[config.mk]
export PLATFORM = sky130hd
export DESIGN_NAME = sorted_hit_list_insert_unit
export DESIGN_NICKNAME = d
export VERILOG_FILES = /design/src/rtl/core/shli_pkg.sv /design/src/rtl/core/shli_cell.sv /design/src/rtl/core/shli_chain.sv /design/src/rtl/core/sorted_hit_list_insert_unit.sv
export SDC_FILE = /design/constraint.sdc
export NUM_CORES = 2
export LEC_CHECK = 0
export BUFFER_PORTS_ARGS = -buffer_cell sky130_fd_sc_hd__buf_2
export CAP_MARGIN = 20
export CORE_AREA = 2 2 359 450
export DETAILED_ROUTE_END_ITERATION = 6
export DIE_AREA = 0 0 361 452
export PLACE_DENSITY = 0.46
export REMOVE_ABC_BUFFERS = 1
export SLEW_MARGIN = 20
export SYNTH_ARGS = -nofsm -noshare
export SYNTH_HDL_FRONTEND = slang
export SYNTH_SLANG_ARGS = --single-unit
[constraint.sdc]
create_clock -name clk_i -period 10.2 [get_ports clk_i]
set_input_delay 0.51 -clock clk_i [delete_from_list [all_inputs] [get_ports clk_i]]
set_output_delay 0.51 -clock clk_i [all_outputs]
set_load 0.1 [all_outputs]
[src/rtl/core/shli_pkg.sv]
// Shared constants and types for the sorted hit list insert unit.
package shli_pkg;

  localparam int CAPACITY = 16;
  localparam int CNT_W = $clog2(CAPACITY + 1);

  localparam logic KIND_INSERT = 1'b0;
  localparam logic KIND_DRAIN  = 1'b1;

  typedef struct packed {
    logic signed [31:0] key;
    logic [15:0]        obj;
    logic [2:0]         kind;
  } hit_entry_t;

  typedef struct packed {
    logic insert;
    logic drain_shift;
  } chain_ctl_t;

  typedef enum logic {
    ST_IDLE,
    ST_DRAIN
  } state_e;

endpackage

[src/rtl/core/shli_cell.sv]
// One cell of the sorted hit chain: holds one entry and trades it with its neighbors.
module shli_cell
  import shli_pkg::*;
(
  input  logic       clk_i,
  input  chain_ctl_t ctl_i,
  input  logic       occupied_i,
  input  logic       left_gt_i,
  input  hit_entry_t left_i,
  input  hit_entry_t right_i,
  input  hit_entry_t new_i,
  output logic       gt_o,
  output hit_entry_t entry_o
);

  hit_entry_t entry_q;
  hit_entry_t entry_d;

  assign gt_o    = occupied_i && (entry_q.key > new_i.key);
  assign entry_o = entry_q;

  always_comb begin
    entry_d = entry_q;
    if (ctl_i.insert) begin
      if (left_gt_i) begin
        entry_d = left_i;
      end else if (gt_o || !occupied_i) begin
        entry_d = new_i;
      end
    end else if (ctl_i.drain_shift) begin
      entry_d = right_i;
    end
  end

  always_ff @(posedge clk_i) begin
    entry_q <= entry_d;
  end

endmodule

[src/rtl/core/shli_chain.sv]
// Row of sorted hit cells with the slot encoder for an insert.
module shli_chain
  import shli_pkg::*;
(
  input  logic             clk_i,
  input  chain_ctl_t       ctl_i,
  input  logic [CNT_W-1:0] count_i,
  input  hit_entry_t       new_i,
  output logic [CNT_W-1:0] slot_o,
  output hit_entry_t       head_o
);

  logic [CAPACITY-1:0] gt;
  logic [CAPACITY-1:0] occupied;
  hit_entry_t          entries [CAPACITY];

  for (genvar i = 0; i < CAPACITY; i++) begin : g_cell
    logic       left_gt;
    hit_entry_t left_entry;
    hit_entry_t right_entry;

    assign occupied[i] = CNT_W'(i) < count_i;

    if (i == 0) begin : g_first
      assign left_gt    = 1'b0;
      assign left_entry = new_i;
    end else begin : g_inner
      assign left_gt    = gt[i-1];
      assign left_entry = entries[i-1];
    end

    if (i == CAPACITY - 1) begin : g_last
      assign right_entry = entries[i];
    end else begin : g_body
      assign right_entry = entries[i+1];
    end

    shli_cell u_cell (
      .clk_i     (clk_i),
      .ctl_i     (ctl_i),
      .occupied_i(occupied[i]),
      .left_gt_i (left_gt),
      .left_i    (left_entry),
      .right_i   (right_entry),
      .new_i     (new_i),
      .gt_o      (gt[i]),
      .entry_o   (entries[i])
    );
  end

  always_comb begin
    logic [CNT_W-1:0] slot_or;
    slot_or = '0;
    for (int i = 0; i < CAPACITY; i++) begin
      if (gt[i] && (i == 0 || !gt[(i == 0) ? 0 : i-1])) begin
        slot_or = slot_or | CNT_W'(i);
      end
    end
    slot_o = (|gt) ? slot_or : count_i;
  end

  assign head_o = entries[0];

endmodule

[src/rtl/core/sorted_hit_list_insert_unit.sv]
// Top level of the sorted hit list insert unit.
// Keeps up to CAPACITY ray hits sorted by ascending signed Q16.16 distance in a chain of
// cells that all compare against a new hit at once. An insert yields one result
// transaction with the slot used and the new count; an insert into a full list is
// dropped and flagged as overflow. A drain shifts the chain toward its head one entry per
// cycle while the output is not stalled, yields one transaction per held entry, the final
// one marked last, then leaves the list empty; a drain of an empty list yields one invalid
// transaction. No input is taken until a drain ends.
// Results wait in an output register, so a new input is taken while the last result is
// being handed off.
module sorted_hit_list_insert_unit
  import shli_pkg::*;
(
  input  logic               clk_i,
  input  logic               rst_ni,
  input  logic               in_valid_i,
  output logic               in_stall_o,
  input  logic               kind_i,
  input  logic signed [31:0] hit_distance_i,
  input  logic [15:0]        object_id_i,
  input  logic [2:0]         object_kind_i,
  output logic               out_valid_o,
  input  logic               out_stall_i,
  output logic [4:0]         inserted_at_o,
  output logic [4:0]         entry_count_o,
  output logic               overflow_o,
  output logic               entry_valid_o,
  output logic signed [31:0] entry_distance_o,
  output logic [15:0]        entry_object_o,
  output logic [2:0]         entry_kind_o,
  output logic               last_o
);

  state_e           state_q, state_d;
  logic [CNT_W-1:0] count_q, count_d;
  logic [CNT_W-1:0] rem_q, rem_d;
  logic             out_valid_q, out_valid_d;
  logic [4:0]       out_at_q, out_at_d;
  logic [4:0]       out_count_q, out_count_d;
  logic             out_ovf_q, out_ovf_d;
  hit_entry_t       out_entry_q, out_entry_d;
  logic             out_entry_valid_q, out_entry_valid_d;
  logic             out_last_q, out_last_d;

  logic             out_free;
  logic             in_acc;
  chain_ctl_t       ctl;
  hit_entry_t       new_entry;
  hit_entry_t       head;
  logic [CNT_W-1:0] slot;

  assign new_entry = '{key: hit_distance_i, obj: object_id_i, kind: object_kind_i};

  assign out_free   = !out_valid_q || !out_stall_i;
  assign in_stall_o = (state_q != ST_IDLE) || !out_free;
  assign in_acc     = in_valid_i && !in_stall_o;

  shli_chain u_chain (
    .clk_i  (clk_i),
    .ctl_i  (ctl),
    .count_i(count_q),
    .new_i  (new_entry),
    .slot_o (slot),
    .head_o (head)
  );

  always_comb begin
    state_d           = state_q;
    count_d           = count_q;
    rem_d             = rem_q;
    ctl               = '0;
    out_valid_d       = out_valid_q && out_stall_i;
    out_at_d          = out_at_q;
    out_count_d       = out_count_q;
    out_ovf_d         = out_ovf_q;
    out_entry_d       = out_entry_q;
    out_entry_valid_d = out_entry_valid_q;
    out_last_d        = out_last_q;

    case (state_q)
      ST_IDLE: begin
        if (in_acc) begin
          out_valid_d       = 1'b1;
          out_at_d          = '0;
          out_ovf_d         = 1'b0;
          out_entry_d       = '0;
          out_entry_valid_d = 1'b0;
          out_last_d        = 1'b1;
          out_count_d       = '0;
          if (kind_i == KIND_INSERT) begin
            if (count_q == CNT_W'(CAPACITY)) begin
              out_ovf_d   = 1'b1;
              out_count_d = 5'(count_q);
            end else begin
              ctl.insert  = 1'b1;
              count_d     = count_q + CNT_W'(1);
              out_at_d    = 5'(slot);
              out_count_d = 5'(count_d);
            end
          end else begin
            count_d = '0;
            if (count_q != '0) begin
              out_valid_d = 1'b0;
              rem_d       = count_q;
              state_d     = ST_DRAIN;
            end
          end
        end
      end
      ST_DRAIN: begin
        if (out_free) begin
          ctl.drain_shift   = 1'b1;
          out_valid_d       = 1'b1;
          out_at_d          = '0;
          out_count_d       = '0;
          out_ovf_d         = 1'b0;
          out_entry_d       = head;
          out_entry_valid_d = 1'b1;
          out_last_d        = (rem_q == CNT_W'(1));
          rem_d             = rem_q - CNT_W'(1);
          if (rem_q == CNT_W'(1)) begin
            state_d = ST_IDLE;
          end
        end
      end
      default: begin
        state_d = ST_IDLE;
      end
    endcase
  end

  always_ff @(posedge clk_i or negedge rst_ni) begin
    if (!rst_ni) begin
      state_q     <= ST_IDLE;
      count_q     <= '0;
      rem_q       <= '0;
      out_valid_q <= 1'b0;
    end else begin
      state_q     <= state_d;
      count_q     <= count_d;
      rem_q       <= rem_d;
      out_valid_q <= out_valid_d;
    end
  end

  always_ff @(posedge clk_i) begin
    out_at_q          <= out_at_d;
    out_count_q       <= out_count_d;
    out_ovf_q         <= out_ovf_d;
    out_entry_q       <= out_entry_d;
    out_entry_valid_q <= out_entry_valid_d;
    out_last_q        <= out_last_d;
  end

  assign out_valid_o      = out_valid_q;
  assign inserted_at_o    = out_at_q;
  assign entry_count_o    = out_count_q;
  assign overflow_o       = out_ovf_q;
  assign entry_valid_o    = out_entry_valid_q;
  assign entry_distance_o = out_entry_q.key;
  assign entry_object_o   = out_entry_q.obj;
  assign entry_kind_o     = out_entry_q.kind;
  assign last_o           = out_last_q;

endmodule
==> qor.log <==
INFO  run_status     result_of_the_run=completed
INFO  synth          fraction_of_the_mapped_netlist_area_in_compound_gates=0.134
INFO  grt            grt_overflow=0
INFO  hold_path      min_delay_worst_endpoint=out_valid_o$_DFF_PN0_
INFO  route          final_ant_viol_nets=0
INFO  sta            setup-tns-final=0ns
INFO  setup_path     r2r_cells=10
INFO  sta            tightest_slew=1.28ns
INFO  synth          synth.lib_cells_used.distinct=72
INFO  route          dr.first_iter.drc_count=3898
INFO  clock_tree     numCtsBuffers=104
INFO  power          worst_ir_drop_vdd=0.145mV
INFO  route          drtPass1Iterations=6
INFO  power          leakage=24.1nW
INFO  setup_path     startpoint_type=primary input
INFO  die            floorplan.initialDensity=0.347
INFO  clock_tree     clock_tree_from_tritoncts=done
INFO  synth          synth.ff_latch_count=892
INFO  placement      finalWeightedCongestion=0.918
INFO  cells_and_area nNetsFinal=5915
INFO  clock_tree     cts_resized=0
INFO  die            die-area=163000um2
INFO  setup_path     regToRegStartpoint=u_chain.g_cell[11].u_cell.entry_o[34]$_DFFE_PP_
INFO  route          dr_total_vias=42530
INFO  sta            timing.hold.ws=0.0870ns
INFO  setup_path     worstPathArrival=6.41ns
INFO  route          remaining_drc_errors=0
INFO  synth          synth_top_family_by_area=compound AO/OA/AOI/OAI gates
INFO  synth          yosys.area_share.adder=0.117
INFO  flow_run       maxCapViolCount=0
INFO  placement      detailed_place_hpwl=133000um
INFO  sta            max_freq=165MHz
INFO  cells_and_area synthToLayoutAreaGrowth=11.6%
INFO  placement      numPlacedInstances=7309
INFO  grt            global_route_total_usage_across_every_layer=0.243
INFO  die            fp.dieH=452um
INFO  die            floorplan.io_pins=122
INFO  grt            global_route_wire_length_before_repair=294000um
INFO  die            core.rowCount=164
INFO  grt            grt_pass1_vias=41659
INFO  synth          synth_top_flop_cell=edfxtp_1
INFO  setup_path     crit_path_start=hit_distance_i[15]
INFO  clock_tree     clockBufferDepth=3
INFO  setup_path     end_kind=flop
INFO  route          drt-total-wl=203000um
INFO  grt            maximum_number_of_pins_on_one_net_before_global_route_repair=266
INFO  placement      number_of_buffer_cells_added_on_primary_ports=121
INFO  sta            hold_viol_final=0
INFO  clock_tree     root_buffer=clkbuf_16
INFO  synth          synth_enable_flop_cells=880
INFO  setup_path     worstReg2RegEnd=u_chain.g_cell[12].u_cell.entry_o[13]$_DFFE_PP_
INFO  cells_and_area finish.cell_count_without_fillers=7504
INFO  synth          muxShareOfSynthArea=0.111
INFO  sta            rsz0062_at_grt=false
INFO  hold_path      hold_path_depth=3
INFO  hold_path      startpoint_of_the_tightest_hold_check_path=in_valid_i
INFO  sta            finalWorstPathRequiredPeriod=6.06ns
INFO  synth          synthesis.area=55200um2
INFO  power          design_power_total=18.1mW
INFO  sta            worst_slew_margin_rel=0.141
INFO  die            placeableCoreArea=159000um2
INFO  power          cell_pwr_density=294nW/um2
INFO  synth          ys_seq_area_frac=0.484
INFO  setup_path     crit_chain=buf_2 > inv_1 > ha_1 > nand4_1 > nor4_1 > o21ai_0 > o211ai_1 > a211oi_1 > and4b_4 > a2111oi_0 > nor2_4 > buf_4
INFO  route          drt-wirelength-per-cell=27.0um
INFO  synth          xor_and_xnor_area_share_after_synthesis=0.00174
INFO  setup_path     worst-endpoint-required=10.55ns
INFO  setup_path     crit_fanout=40
INFO  sta            finClkSkew=0.0327ns
INFO  synth          synth-async-reset-ratio=0.0135
INFO  clock_tree     cts.htree.levels=3
INFO  grt            antenna_found_initial=11
INFO  synth          yosys_warnings=0
INFO  cells_and_area post_route_cells_drive_above_1_share=0.0842
INFO  sta            finalSetupViolations=0
INFO  clock_tree     clock-sinks=892
INFO  synth          syn-instance-count=5376
INFO  sta            final_max_slew_viol_count=0
INFO  clock_tree     worst_setup_hold_path_clk_slew=0.06ns
INFO  synth          basic_gate_share_of_the_synthesized_area_counting_and_or_nand_and_nor_cells=0.123
INFO  setup_path     path_class=primary input to flop
INFO  setup_path     reg2reg_slack=4.35ns
INFO  setup_path     crit_path_max_incr_delay=1.02ns
INFO  setup_path     cpMaxStageDelayCell=nor4_1
INFO  sta            fin_crit_sh=0.594
INFO  synth          synthesis.area_per_instance=10.3um2
INFO  die            die_w=361um
INFO  route          detail_route.vias_per_cell=5.67
INFO  hold_path      tightest_hold_check_type=primary input to flop
INFO  clock_tree     clkLatencyLatePin=0.75ns
-- kinds of logic after synthesis --
kind of cell | after synthesis
AO/OA/AOI/OAI | 1352
multiplexers | 605
buffers and inverters | 430
AND/OR/NAND/NOR | 1570
flip-flops | 892
adder cells (fa/ha/maj) | 516
XOR/XNOR | 11
-- worst max-delay path by stage --
stage	end	slack, ns	cells after the start
after floorplan	u_chain.g_cell[15].u_cell.entry_o[0]$_DFFE_PP_	-27.24	6
final	u_chain.g_cell[12].u_cell.entry_o[13]$_DFFE_PP_	4.14	12
after CTS	u_chain.g_cell[12].u_cell.entry_o[16]$_DFFE_PP_	4.39	12
after detailed placement	u_chain.g_cell[12].u_cell.entry_o[12]$_DFFE_PP_	3.59	12
after global routing	u_chain.g_cell[12].u_cell.entry_o[1]$_DFFE_PP_	4.09	12
after global placement	u_chain.g_cell[12].u_cell.entry_o[12]$_DFFE_PP_	3.61	12
-- placed cells by master (no fill, tap or decap), types with 13 or more instances in the layout --
master / instances
buf_4: 72
a21oi_1: 314
nor4_1: 15
ha_1: 516
nand3_1: 59
clkbuf_16: 106
mux2i_1: 549
a31oi_1: 62
nand4_1: 84
a21o_1: 49
clkinv_2: 24
bufinv_16: 13
and4_1: 13
clkinv_1: 24
nor2b_1: 20
o21ai_0: 766
o211ai_1: 27
nand2_1: 987
buf_2: 121
nand2b_1: 15
and2_1: 55
nor3_1: 21
clkbuf_1: 16
inv_1: 87
or4_1: 13
nor2_1: 231
edfxtp_1: 880
mux2_2: 51
a211oi_1: 20
-- flip-flops by register name (all words and copies together) (netlist names), 3 cells and up --
register / flops
entry_count_o: 5
count_q: 5
rem_q: 5
entry_distance_o: 32
inserted_at_o: 5
entry_object_o: 16
u_chain.g_cell.u_cell.entry_o: 816
entry_kind_o: 3
-- metrics by stage --
| stage | setup WS, ns | instance area, um2 | util |
|---|---|---|---|
| floorplan | -27.24 | 53900 | - |
| global placement | 3.61 | 58100 | 0.366 |
| detailed placement | 3.59 | 58200 | 0.366 |
| CTS | 4.39 | 61600 | 0.387 |
| global route | 4.09 | 61600 | 0.388 |
| finish | 4.14 | 61600 | 0.388 |
-- repair_timing --
action,CTS,global route
setup endpoints to repair,0,0
endpoints found under the hold margin,12,0
buffers inserted,0,0
hold buffers,1,0
-- Yosys cell counts, drive strengths merged (6+ instances only) --
| cell type | count | area share |
|---|---|---|
| o211ai | 27 | 0.0037 |
| a21oi | 321 | 0.029 |
| nand2 | 988 | 0.067 |
| a21boi | 13 | 0.0018 |
| nor2 | 235 | 0.016 |
| or3 | 10 | 0.0011 |
| o21ai | 774 | 0.070 |
| inv | 87 | 0.0059 |
| edfxtp | 880 | 0.48 |
| clkbuf | 298 | 0.020 |
| o21a | 7 | 0.00095 |
| mux2 | 54 | 0.011 |
| nand4 | 84 | 0.0095 |
| a21o | 49 | 0.0067 |
| a2111o | 7 | 0.0014 |
| and4 | 13 | 0.0021 |
| nand3 | 59 | 0.0053 |
| nor3 | 23 | 0.0021 |
| nand2b | 15 | 0.0017 |
| ha | 516 | 0.12 |
| a221oi | 12 | 0.0019 |
| a211oi | 20 | 0.0027 |
| xor2 | 6 | 0.00095 |
| a31oi | 70 | 0.0079 |
| and3 | 13 | 0.0015 |
| or4 | 13 | 0.0018 |
| nand3b | 6 | 0.00082 |
| mux2i | 551 | 0.10 |
| buf | 44 | 0.0032 |
| nor4 | 23 | 0.0027 |
| dfrtp | 12 | 0.0054 |
| and2 | 55 | 0.0062 |
| nor2b | 20 | 0.0023 |
-- report_power, final --
part	total, mW	internal, mW	switching (mW)	leakage, nW
clock	3.86	2.21	1.65	1.66
sequential	7.44	6.20	1.24	8.56
combinational	6.81	1.99	4.82	13.8
-- layout make-up --
type,instances,area [um2]
Timing Repair Buffer,203,1330
Clock inverter,66,654
Fill cell,15556,97400
Clock buffer,122,2710
Tap cell,2075,2600
Inverter,88,330
Sequential cell,892,26700
Multi-Input combinational cell,4054,27300
Antenna cell,4,10.0
-- worst max-delay path: cells and delay by family --
kind                     cells  cell delay, ns
buffers and inverters        3            1.49
AND/OR/NAND/NOR              4            2.43
AO/OA/AOI/OAI                4            1.32
adder cells (fa/ha/maj)      1            0.49
-- per-layer routing --
| metal | part of all wire | GRT usage |
|---|---|---|
| met5 | 0.00015 | 0 |
| met4 | 0.043 | 0.104 |
| met3 | 0.051 | 0.0300 |
| met2 | 0.46 | 0.396 |
| met1 | 0.44 | 0.325 |
(Power assumes the default switching activity.)
